## src/tehs_pkg.sv

```systemverilog
package tehs_pkg;

    localparam int QUEUE_DEPTH_DEF = 32;
    localparam int TAG_BITS_DEF    = 16;
    localparam logic [30:0] LATE_LIMIT_RST = 31'd10000000;

    localparam logic [1:0] FUNC_SCHED   = 2'd0;
    localparam logic [1:0] FUNC_ADVANCE = 2'd1;
    localparam logic [1:0] FUNC_REQUEUE = 2'd2;
    localparam logic [1:0] FUNC_UNUSED  = 2'd3;

    localparam logic [1:0] KIND_ACK     = 2'd0;
    localparam logic [1:0] KIND_DUE     = 2'd1;
    localparam logic [1:0] KIND_SUMMARY = 2'd2;

    typedef enum logic [4:0] {
        S_IDLE,
        S_REBASE_RD,
        S_REBASE_WR,
        S_INS_START,
        S_INS_RD,
        S_INS_CMP,
        S_INS_WR,
        S_ACK,
        S_RUN_RD,
        S_RUN_CHK,
        S_DUE,
        S_POP_LAST,
        S_POP_RDL,
        S_POP_RDR,
        S_POP_CMP,
        S_POP_FIN,
        S_SUMMARY
    } t_state;

    // datapath commands
    typedef enum logic [4:0] {
        C_NONE,
        C_LOAD,
        C_REB_INIT,
        C_REB_RD,
        C_REB_WR,
        C_ADVANCE,
        C_INS_INIT,
        C_INS_RD,
        C_INS_CMP,
        C_INS_WR,
        C_RUN_RD,
        C_POP_LAST,
        C_POP_RDL,
        C_POP_RDR,
        C_POP_CMP,
        C_POP_FIN
    } t_cmd;

    typedef struct packed {
        logic need_rebase;
        logic full;
        logic ins_more;
        logic count_zero;
        logic due;
        logic pop_more;
        logic reb_more;
        logic pop_stop;
    } t_status;

endpackage

```

## src/timer_event_heap_scheduler.sv

```systemverilog
// heap timer queue: one request at a time, walked over memory reads and writes
// schedule/requeue: insert walked down the path to the new slot, then ack; ack alone when full
// a rebase before an insert or an advance reads and rewrites every pending entry
// advance: root read and due check after the rebase, each due event popped by a walk down
// the heap then output, summary the cycle after the last check; i_stall holds each result
// the next request is accepted in the idle cycle after the last result; sync reset empties
module timer_event_heap_scheduler #(
    parameter int QUEUE_DEPTH = tehs_pkg::QUEUE_DEPTH_DEF,
    parameter int TAG_BITS    = tehs_pkg::TAG_BITS_DEF
) (
    input  logic               i_clk,
    input  logic               i_rst_n,
    input  logic               i_cfg_we,
    input  logic [30:0]        i_cfg_data,
    input  logic               i_valid,
    output logic               o_stall,
    input  logic [1:0]         i_func,
    input  logic [15:0]        i_tag,
    input  logic [30:0]        i_delay,
    input  logic [30:0]        i_elapsed,
    input  logic signed [31:0] i_lag,
    output logic               o_valid,
    input  logic               i_stall,
    output logic [1:0]         o_kind,
    output logic [15:0]        o_event_tag,
    output logic signed [31:0] o_event_lag,
    output logic [30:0]        o_next_delay,
    output logic               o_queue_empty,
    output logic               o_queue_full,
    output logic               o_last
);
    tehs_pkg::t_cmd    cmd;
    tehs_pkg::t_status status;
    logic [15:0] res_tag;
    logic [31:0] res_lag;
    logic [30:0] res_next;
    logic        res_empty;

    tehs_ctrl u_ctrl (
        .i_clk(i_clk), .i_rst_n(i_rst_n), .i_valid(i_valid), .o_stall(o_stall),
        .i_func(i_func), .o_cmd(cmd), .i_status(status), .o_valid(o_valid),
        .i_stall(i_stall), .o_kind(o_kind), .o_is_full(o_queue_full), .o_last(o_last)
    );

    tehs_datapath #(.QUEUE_DEPTH(QUEUE_DEPTH), .TAG_BITS(TAG_BITS)) u_dp (
        .i_clk(i_clk), .i_rst_n(i_rst_n), .i_cmd(cmd), .o_status(status),
        .i_cfg_we(i_cfg_we), .i_cfg_data(i_cfg_data), .i_func(i_func),
        .i_tag(i_tag), .i_delay(i_delay), .i_elapsed(i_elapsed), .i_lag(i_lag),
        .o_res_tag(res_tag), .o_res_lag(res_lag), .o_res_next(res_next),
        .o_res_empty(res_empty)
    );

    always_comb begin
        o_event_tag  = (o_kind == tehs_pkg::KIND_DUE) ? res_tag : 16'd0;
        o_event_lag  = (o_kind == tehs_pkg::KIND_DUE) ? $signed(res_lag) : 32'sd0;
        o_next_delay = (o_kind == tehs_pkg::KIND_SUMMARY && !res_empty) ? res_next : 31'd0;
        o_queue_empty = res_empty;
    end
endmodule

```

## src/tehs_datapath.sv

```systemverilog
module tehs_datapath #(
    parameter int QUEUE_DEPTH = tehs_pkg::QUEUE_DEPTH_DEF,
    parameter int TAG_BITS    = tehs_pkg::TAG_BITS_DEF,
    localparam int AW = $clog2(QUEUE_DEPTH),
    localparam int CW = $clog2(QUEUE_DEPTH + 1)
) (
    input  logic               i_clk,
    input  logic               i_rst_n,
    input  tehs_pkg::t_cmd     i_cmd,
    output tehs_pkg::t_status  o_status,
    input  logic               i_cfg_we,
    input  logic [30:0]        i_cfg_data,
    input  logic [1:0]         i_func,
    input  logic [15:0]        i_tag,
    input  logic [30:0]        i_delay,
    input  logic [30:0]        i_elapsed,
    input  logic signed [31:0] i_lag,
    output logic [15:0]        o_res_tag,
    output logic [31:0]        o_res_lag,
    output logic [30:0]        o_res_next,
    output logic               o_res_empty
);
    localparam int PW = CW + 1;

    logic [31:0]       mem_time [QUEUE_DEPTH];
    logic [TAG_BITS-1:0] mem_tag [QUEUE_DEPTH];

    logic [30:0] r_late, r_now;
    logic [CW-1:0] r_count;
    logic [31:0] r_off;          // signed insert offset, or advance amount
    logic        r_adv;          // request advances current time
    logic [TAG_BITS-1:0] r_tag;
    logic [31:0] r_t;
    logic [CW-1:0] r_idx;
    logic [PW-1:0] r_j;
    logic [CW-1:0] r_i;
    logic [2:0]  r_h;
    logic [31:0] r_rd_time, r_l_time, r_r_time, r_moved;
    logic [TAG_BITS-1:0] r_rd_tag, r_l_tag, r_r_tag, r_moved_tag;
    logic [15:0] r_res_tag;
    logic [31:0] r_res_lag;

    // address and write port, driven by command
    logic [AW-1:0] rd_addr, wr_addr;
    logic          we;
    logic [31:0]   wd_time;
    logic [TAG_BITS-1:0] wd_tag;

    logic [CW-1:0] n_new;
    assign n_new = r_count + CW'(1);

    // amount added to current time (only positive offsets rebase)
    logic [32:0] amt_sum;
    logic        amt_pos;
    assign amt_pos = (i_cmd == tehs_pkg::C_ADVANCE) ? 1'b1 : 1'b1;
    always_comb begin
        amt_sum = {2'b0, r_now} + {1'b0, r_off};
    end

    // requeue offset
    logic signed [32:0] neg_late;
    logic [31:0] lag_sel;
    always_comb begin
        neg_late = -$signed({2'b0, r_late});
        lag_sel  = ($signed({i_lag[31], i_lag}) < neg_late) ? 32'd0 : i_lag;
    end

    logic [CW-1:0] path_idx;
    assign path_idx = CW'(n_new >> r_h);

    logic [CW-1:0] pop_n;
    assign pop_n = r_count;

    logic signed [32:0] now_s;
    assign now_s = $signed({2'b0, r_now});

    // child choice in the pop walk
    logic take_right;
    logic [31:0] sel_time;
    logic [TAG_BITS-1:0] sel_tag;
    logic [PW-1:0] sel_j;
    always_comb begin
        take_right = ((r_j + PW'(1)) < PW'(r_count)) &&
                     ($signed(r_l_time) > $signed(r_r_time));
        sel_time = take_right ? r_r_time : r_l_time;
        sel_tag  = take_right ? r_r_tag : r_l_tag;
        sel_j    = take_right ? r_j + PW'(1) : r_j;
    end

    always_comb begin
        rd_addr = '0;
        wr_addr = '0;
        we = 1'b0;
        wd_time = r_t;
        wd_tag  = r_tag;
        case (i_cmd)
            tehs_pkg::C_REB_RD:  rd_addr = AW'(r_idx);
            tehs_pkg::C_REB_WR: begin
                we = 1'b1;
                wr_addr = AW'(r_idx);
                wd_time = r_rd_time - {1'b0, r_now};
                wd_tag  = r_rd_tag;
            end
            tehs_pkg::C_INS_RD:  rd_addr = AW'(path_idx - CW'(1));
            tehs_pkg::C_INS_CMP: begin
                if ($signed(r_t) <= $signed(r_rd_time)) begin
                    we = 1'b1;
                    wr_addr = AW'(path_idx - CW'(1));
                end
            end
            tehs_pkg::C_INS_WR: begin
                we = 1'b1;
                wr_addr = AW'(n_new - CW'(1));
            end
            tehs_pkg::C_RUN_RD:   rd_addr = '0;
            tehs_pkg::C_POP_LAST: rd_addr = AW'(pop_n - CW'(1));
            tehs_pkg::C_POP_RDL:  rd_addr = AW'(r_j - PW'(1));
            tehs_pkg::C_POP_RDR:  rd_addr = AW'(r_j);
            tehs_pkg::C_POP_CMP: begin
                if (!o_status.pop_stop) begin
                    we = 1'b1;
                    wr_addr = AW'(r_i - CW'(1));
                    wd_time = sel_time;
                    wd_tag  = sel_tag;
                end
            end
            tehs_pkg::C_POP_FIN: begin
                we = 1'b1;
                wr_addr = AW'(r_i - CW'(1));
                wd_time = r_moved;
                wd_tag  = r_moved_tag;
            end
            default: ;
        endcase
    end

    always_ff @(posedge i_clk) begin
        if (we) begin
            mem_time[wr_addr] <= wd_time;
            mem_tag[wr_addr]  <= wd_tag;
        end
        r_rd_time <= mem_time[rd_addr];
        r_rd_tag  <= mem_tag[rd_addr];
    end

    always_ff @(posedge i_clk) begin
        if (!i_rst_n) begin
            r_late  <= tehs_pkg::LATE_LIMIT_RST;
            r_now   <= '0;
            r_count <= '0;
        end else begin
            if (i_cfg_we) r_late <= i_cfg_data;
            case (i_cmd)
                tehs_pkg::C_LOAD: begin
                    r_tag <= TAG_BITS'(i_tag);
                    r_idx <= '0;
                    r_adv <= (i_func == tehs_pkg::FUNC_ADVANCE);
                    case (i_func)
                        tehs_pkg::FUNC_SCHED:   r_off <= {1'b0, i_delay};
                        tehs_pkg::FUNC_REQUEUE: r_off <= lag_sel + {1'b0, i_delay};
                        default:                r_off <= {1'b0, i_elapsed};
                    endcase
                end
                tehs_pkg::C_REB_INIT: r_idx <= '0;
                tehs_pkg::C_REB_WR:   r_idx <= r_idx + CW'(1);
                tehs_pkg::C_ADVANCE: begin
                    // an insert only rebases, an advance also moves the clock
                    if (r_adv) begin
                        if (o_status.need_rebase) r_now <= r_off[30:0];
                        else r_now <= r_now + r_off[30:0];
                    end else if (o_status.need_rebase) begin
                        r_now <= '0;
                    end
                end
                tehs_pkg::C_INS_INIT: begin
                    r_t <= r_off + {1'b0, r_now};
                    r_h <= 3'($clog2(32'(n_new) + 1) - 1);
                end
                tehs_pkg::C_INS_CMP: begin
                    if ($signed(r_t) <= $signed(r_rd_time)) begin
                        r_t   <= r_rd_time;
                        r_tag <= r_rd_tag;
                    end
                    r_h <= r_h - 3'd1;
                end
                tehs_pkg::C_INS_WR: r_count <= n_new;
                tehs_pkg::C_RUN_RD: ;
                tehs_pkg::C_POP_LAST: begin
                    r_res_tag <= 16'(r_rd_tag);
                    r_res_lag <= r_rd_time - {1'b0, r_now};
                    r_i <= CW'(1);
                    r_j <= PW'(2);
                end
                tehs_pkg::C_POP_RDL: begin
                    if (r_j == PW'(2)) begin
                        r_moved     <= r_rd_time;
                        r_moved_tag <= r_rd_tag;
                    end
                end
                tehs_pkg::C_POP_RDR: begin
                    r_l_time <= r_rd_time;
                    r_l_tag  <= r_rd_tag;
                end
                tehs_pkg::C_POP_CMP: begin
                    if (!o_status.pop_stop) begin
                        r_i <= CW'(sel_j);
                        r_j <= sel_j << 1;
                    end
                end
                tehs_pkg::C_POP_FIN: r_count <= r_count - CW'(1);
                default: ;
            endcase
        end
    end

    // right child lands in r_rd_* during C_POP_CMP
    always_comb begin
        r_r_time = r_rd_time;
        r_r_tag  = r_rd_tag;
    end

    always_comb begin
        o_status.need_rebase = amt_pos && !r_off[31] && (r_off != 32'd0) &&
                               amt_sum[31];
        o_status.full        = (r_count == CW'(QUEUE_DEPTH));
        o_status.ins_more    = (r_h != 3'd0);
        o_status.count_zero  = (r_count == '0);
        o_status.due         = ($signed({r_rd_time[31], r_rd_time}) <= now_s);
        o_status.pop_more    = (r_j < PW'(r_count));
        o_status.reb_more    = (r_idx < r_count);
        o_status.pop_stop    = ($signed(r_moved) < $signed(sel_time));
    end

    assign o_res_tag   = r_res_tag;
    assign o_res_lag   = r_res_lag;
    assign o_res_next  = 31'(r_rd_time - {1'b0, r_now});
    assign o_res_empty = (r_count == '0);
endmodule

```

## src/tehs_ctrl.sv

```systemverilog
module tehs_ctrl (
    input  logic              i_clk,
    input  logic              i_rst_n,
    input  logic              i_valid,
    output logic              o_stall,
    input  logic [1:0]        i_func,
    output tehs_pkg::t_cmd    o_cmd,
    input  tehs_pkg::t_status i_status,
    output logic              o_valid,
    input  logic              i_stall,
    output logic [1:0]        o_kind,
    output logic              o_is_full,
    output logic              o_last
);
    tehs_pkg::t_state r_state, n_state;
    logic [1:0] r_func;
    logic r_full;

    always_ff @(posedge i_clk) begin
        if (!i_rst_n) begin
            r_state <= tehs_pkg::S_IDLE;
            r_func  <= '0;
            r_full  <= 1'b0;
        end else begin
            r_state <= n_state;
            if (r_state == tehs_pkg::S_IDLE && i_valid) r_func <= i_func;
            if (r_state == tehs_pkg::S_INS_START) r_full <= i_status.full;
        end
    end

    always_comb begin
        n_state = r_state;
        case (r_state)
            tehs_pkg::S_IDLE:
                if (i_valid && (i_func != tehs_pkg::FUNC_UNUSED))
                    n_state = tehs_pkg::S_REBASE_RD;
            tehs_pkg::S_REBASE_RD:
                if (i_status.need_rebase && i_status.reb_more)
                    n_state = tehs_pkg::S_REBASE_WR;
                else if (r_func == tehs_pkg::FUNC_ADVANCE) n_state = tehs_pkg::S_RUN_RD;
                else n_state = tehs_pkg::S_INS_START;
            tehs_pkg::S_REBASE_WR: n_state = tehs_pkg::S_REBASE_RD;
            tehs_pkg::S_INS_START:
                if (i_status.full) n_state = tehs_pkg::S_ACK;
                else n_state = tehs_pkg::S_INS_RD;
            tehs_pkg::S_INS_RD:
                if (i_status.ins_more) n_state = tehs_pkg::S_INS_CMP;
                else n_state = tehs_pkg::S_INS_WR;
            tehs_pkg::S_INS_CMP: n_state = tehs_pkg::S_INS_RD;
            tehs_pkg::S_INS_WR: n_state = tehs_pkg::S_ACK;
            tehs_pkg::S_ACK: if (!i_stall) n_state = tehs_pkg::S_IDLE;
            tehs_pkg::S_RUN_RD: n_state = tehs_pkg::S_RUN_CHK;
            tehs_pkg::S_RUN_CHK:
                if (!i_status.count_zero && i_status.due) n_state = tehs_pkg::S_POP_LAST;
                else n_state = tehs_pkg::S_SUMMARY;
            tehs_pkg::S_POP_LAST: n_state = tehs_pkg::S_POP_RDL;
            tehs_pkg::S_POP_RDL:
                if (i_status.pop_more) n_state = tehs_pkg::S_POP_RDR;
                else n_state = tehs_pkg::S_POP_FIN;
            tehs_pkg::S_POP_RDR: n_state = tehs_pkg::S_POP_CMP;
            tehs_pkg::S_POP_CMP:
                if (i_status.pop_stop) n_state = tehs_pkg::S_POP_FIN;
                else n_state = tehs_pkg::S_POP_RDL;
            tehs_pkg::S_POP_FIN: n_state = tehs_pkg::S_DUE;
            tehs_pkg::S_DUE: if (!i_stall) n_state = tehs_pkg::S_RUN_RD;
            tehs_pkg::S_SUMMARY: if (!i_stall) n_state = tehs_pkg::S_IDLE;
            default: n_state = tehs_pkg::S_IDLE;
        endcase
    end

    always_comb begin
        o_cmd     = tehs_pkg::C_NONE;
        o_stall   = 1'b1;
        o_valid   = 1'b0;
        o_kind    = tehs_pkg::KIND_ACK;
        o_is_full = 1'b0;
        o_last    = 1'b0;
        case (r_state)
            tehs_pkg::S_IDLE: begin
                o_stall = 1'b0;
                if (i_valid) o_cmd = tehs_pkg::C_LOAD;
            end
            tehs_pkg::S_REBASE_RD:
                if (i_status.need_rebase && i_status.reb_more) o_cmd = tehs_pkg::C_REB_RD;
                else o_cmd = tehs_pkg::C_ADVANCE;
            tehs_pkg::S_REBASE_WR: o_cmd = tehs_pkg::C_REB_WR;
            tehs_pkg::S_INS_START: o_cmd = tehs_pkg::C_INS_INIT;
            tehs_pkg::S_INS_RD: o_cmd = tehs_pkg::C_INS_RD;
            tehs_pkg::S_INS_CMP: o_cmd = tehs_pkg::C_INS_CMP;
            tehs_pkg::S_INS_WR: o_cmd = tehs_pkg::C_INS_WR;
            tehs_pkg::S_ACK: begin
                o_valid = 1'b1;
                o_is_full = r_full;
                o_last = 1'b1;
            end
            tehs_pkg::S_RUN_RD: o_cmd = tehs_pkg::C_RUN_RD;
            tehs_pkg::S_POP_LAST: o_cmd = tehs_pkg::C_POP_LAST;
            tehs_pkg::S_POP_RDL: o_cmd = tehs_pkg::C_POP_RDL;
            tehs_pkg::S_POP_RDR: o_cmd = tehs_pkg::C_POP_RDR;
            tehs_pkg::S_POP_CMP: o_cmd = tehs_pkg::C_POP_CMP;
            tehs_pkg::S_POP_FIN: o_cmd = tehs_pkg::C_POP_FIN;
            tehs_pkg::S_DUE: begin
                o_valid = 1'b1;
                o_kind = tehs_pkg::KIND_DUE;
            end
            tehs_pkg::S_SUMMARY: begin
                o_valid = 1'b1;
                o_kind = tehs_pkg::KIND_SUMMARY;
                o_last = 1'b1;
            end
            default: ;
        endcase
    end
endmodule
```

## config.mk

```make
export PLATFORM = sky130hd
export DESIGN_NAME = timer_event_heap_scheduler
export DESIGN_NICKNAME = d
export VERILOG_FILES = /design/src/tehs_pkg.sv /design/src/timer_event_heap_scheduler.sv /design/src/tehs_datapath.sv /design/src/tehs_ctrl.sv
export SDC_FILE = /design/constraint.sdc
export NUM_CORES = 2
export LEC_CHECK = 0
export ABC_AREA = 1
export BUFFER_PORTS_ARGS = -buffer_cell sky130_fd_sc_hd__clkbuf_2
export CAP_MARGIN = 5
export CORE_MARGIN = 10
export CORE_UTILIZATION = 35
export DETAILED_ROUTE_END_ITERATION = 16
export PLACE_DENSITY = 0.5
export SYNTH_ARGS = -nofsm -noshare
export SYNTH_HDL_FRONTEND = slang
export SYNTH_SLANG_ARGS = --single-unit
```

## constraint.sdc

```tcl
create_clock -name i_clk -period 8.2 [get_ports i_clk]
set_input_delay 0.82 -clock i_clk [delete_from_list [all_inputs] [get_ports i_clk]]
set_output_delay 0.82 -clock i_clk [all_outputs]
set_load 0.005 [all_outputs]
```

==> out/results.md <==
| Metric | Value | Unit |
|:---|:---|:---|
| Number of I/O port buffers | 233 | - |
| Total power divided by cell area | 296 | nW/µm² |
| FMAX | 133 | MHz |
| Number of sinks driven by the clock tree | 1900 | - |
| Wire length per cell | 25.1 | µm |
| Post-Synthesis Mean Instance Area | 11.7 | µm² |
| Total of flip-flops plus latches after synthesis | 1900 | - |
| Fin util | 0.403 | - |
| Starting Density | 0.351 | - |
| Routed Antenna Nets | 0 | - |
| Number of detailed-routing iterations run before antenna repair | 6 | - |
| Maximum net fanout on the critical path | 4 | - |
| Final instance area | 98900 | µm² |
| Post-Syn Nets | 7755 | - |
| Transition time at the pin with the least slew margin | 0.938 | ns |
| GR Overflow Total | 0 | - |
| GR met3 Demand/Resource | 0.0269 | - |
| Post-synth EDFFs | 1776 | - |
| Worst Setup Start Kind | register | - |
| Place WS | 0.0534 | ns |
| Syn. warnings | 0 | - |
| Total Die Area | 267000 | µm² |
| Global-route wire length before repair | 403000 | µm |
| Worst max-slew margin expressed relative to the limit | 0.371 | - |
| Placed cell areas | 91900 | µm² |
| Arrival time of the worst setup path | 8.14 | ns |
| Routed via count | 59400 | - |
| Iteration-0 DRC count of the detailed router | 5440 | - |
| Crit. End Element | register | - |
| Fraction of layout cells with a size suffix above 1 | 0.151 | - |
| Number of hold buffers added after cts | 0 | - |
| Setup slack of the critical path after layout | 0.673 | ns |
| Root cell of the clock tree | clkbuf_16 | - |
| Via density per instance | 5.39 | - |
| Top library cells by usage in the layout, fill and taps aside | 1776 x edfxtp_1, 869 x nand2_1, 814 x o211ai_1, 560 x nor2_1, 531 x o21ai_0 | - |
| Global Route Usage Sum | 0.200 | - |
| Post-Syn Instances | 7357 | - |
| Number of global-route vias before repair | 58200 | - |
| Final slew viol count | 0 | - |
| Internal reg-to-reg setup slack | 0.67 | ns |
| Total Wirelength | 276000 | µm |
| Sequential area share after synthesis | 0.647 | - |
| Initial antenna violation count | 16 | - |
| Row Count | 182 | - |
| Clk_lat worst skew | 0.86 | ns |
| Post-synthesis instance area | 86300 | µm² |
| Worst hold-check path type | input port to register | - |
| Commonest non-fill, non-tap cell in the layout | edfxtp_1 | - |
| Setup Skew | 0.0463 | ns |
| Area added between synthesis and finish | 14.7 | % |
| Number of nets in the finished design | 8014 | - |
| Std-Cell Core Area | 245000 | µm² |
| Routing layer with the top usage in global route | met2 | - |
| Final period utilization | 0.918 | - |
| Placer's final routability congestion estimate | 0.882 | - |
| Pin count of the biggest net entering global routing | 141 | - |
| Number of levels the H-tree was split into | 4 | - |
| Setup TNS after final layout | 0 | ns |
| Slowest-stage cell, CP | or2_2 | - |
| Async S/R FF share, synth | 0 | - |
| DP HPWL | 171000 | µm |
| Final hold violations | 0 | - |
| Drc violations | 0 | - |
| Largest voltage drop on the vdd net | 0.000217 | V |
| Maximum clock path buffer count | 3 | - |
| Hold_ws | 0.173 | ns |
| Count of different cell masters after synthesis | 75 | - |
| Worst setup path class | register to register | - |
| Global Route met2 Usage | 0.332 | - |
| Die boundary height | 516 | µm |
| Number of clock buffers inserted by TritonCTS | 205 | - |
| Data required, critical path | 8.81 | ns |
| Leakage dissipation | 34.8 | nW |
| Clock transition time at the flip-flop clock pins of the worst setup and hold paths | 0.06 | ns |
| Horizontal extent of the die | 516 | µm |
| Status | complete, no violations | - |
| Crit path largest cell delay | 0.34 | ns |
| Max capacitance violation total | 0 | - |
| Minimum clock period | 7.53 | ns |
| Dominant synthesized flop cell | edfxtp_1 | - |
| Setup-failing EPs final | 0 | - |
| Clock tree from TritonCTS | yes | - |
| GR Layer Usage met1 | 0.278 | - |
| Top-Level Pins | 234 | - |
cells in the mapped netlist (13+ instances only):
library cell	instances	area share
a211oi_1	15	0.0013
a21oi_1	266	0.015
a22oi_1	27	0.0024
buf_1	15	0.00065
buf_2	157	0.0091
buf_4	22	0.0019
buf_6	24	0.0031
clkbuf_1	189	0.0082
dfxtp_1	124	0.029
edfxtp_1	1776	0.62
ha_1	247	0.036
inv_1	432	0.019
inv_2	13	0.00057
nand2_1	874	0.038
nand3_1	361	0.021
nand4_1	71	0.0051
nor2_1	602	0.026
nor3_1	32	0.0019
nor4_1	17	0.0012
o211ai_1	814	0.071
o21ai_0	533	0.031
or2_0	146	0.011
or2_1	60	0.0044
or2_2	297	0.022
xnor2_1	26	0.0026
xor2_1	82	0.0083
where the power goes:
part / internal [mW] / switching (mW)
registers: 12.0 / 0.398
logic: 2.02 / 5.53
clock network: 5.43 / 3.92
total: 19.4 / 9.84
through the flow:
stage	cells	total power, mW
floorplan	7357	16.8
global placement	10600	20.1
detailed placement	10600	20.1
CTS	11000	29.5
global route	11000	30.6
finish	11000	29.3
per-layer routing:
| layer | share of wire | vias up |
|---|---|---|
| li1 | - | 27400 |
| met1 | 0.44 | 30000 |
| met2 | 0.48 | 1682 |
| met3 | 0.054 | 330 |
| met4 | 0.021 | 2 |
| met5 | 0.000047 | - |
area by class of cell:
cell class,count,area [µm²]
Multi-Input combinational cell,4592,27200
Tap cell,3220,4030
Sequential cell,1900,55800
Inverter,449,1710
Antenna cell,8,20.0
Clock inverter,110,1170
Fill cell,23400,147000
Clock buffer,270,5560
Timing Repair Buffer,468,3380
worst paths after layout:
kind,from,endpoint,cells past startpoint
max reg2reg,u_dp.r_late[0],u_dp.r_off[26],52
min reg2reg,u_ctrl.r_full,u_ctrl.r_full,2
max,u_dp.r_late[0],u_dp.r_off[26],52
min,i_cfg_data[19],u_dp.r_late[19],3
timing repair:
item	CTS	global route
buffers inserted	0	4
endpoints found under the setup margin	0	21
gates resized for setup	0	41
critical path: cells and delay by family, from the launching register on:
kind	cells	cell delay, ns
buffers and inverters	9	0.81
and+or+nand+nor	26	3.45
DFF	1	0.33
AOI/OAI and AO/OA	12	1.70
xor gates and xnor gates	1	0.14
adders and majority gates	4	0.89
registers in the layout, indices dropped and copies added, names as in the netlist, 32 cells and up:
| register | count |
|---|---|
| u_dp.o_res_lag | 32 |
| u_dp.r_r_time | 32 |
| u_dp.r_moved | 32 |
| u_dp.mem_time | 1024 |
| u_dp.r_t | 32 |
| u_dp.r_off | 32 |
| u_dp.mem_tag | 512 |
| u_dp.r_l_time | 32 |
cells by family (layout without fill, tap and decap cells):
kind of cell / count (synthesis) / in the layout / synth area share
compound gates: 1744 / 1744 / 0.129
xor+xnor: 109 / 109 / 0.0112
fa+ha+maj: 250 / 250 / 0.0365
buf+inv: 865 / 1297 / 0.0431
flops: 1900 / 1900 / 0.647
mux: 1 / 1 / 0.000116
other cells: 0 / 8 / 0
simple gates: 2488 / 2488 / 0.133
Note: power is estimated with default switching activity, not from simulation.
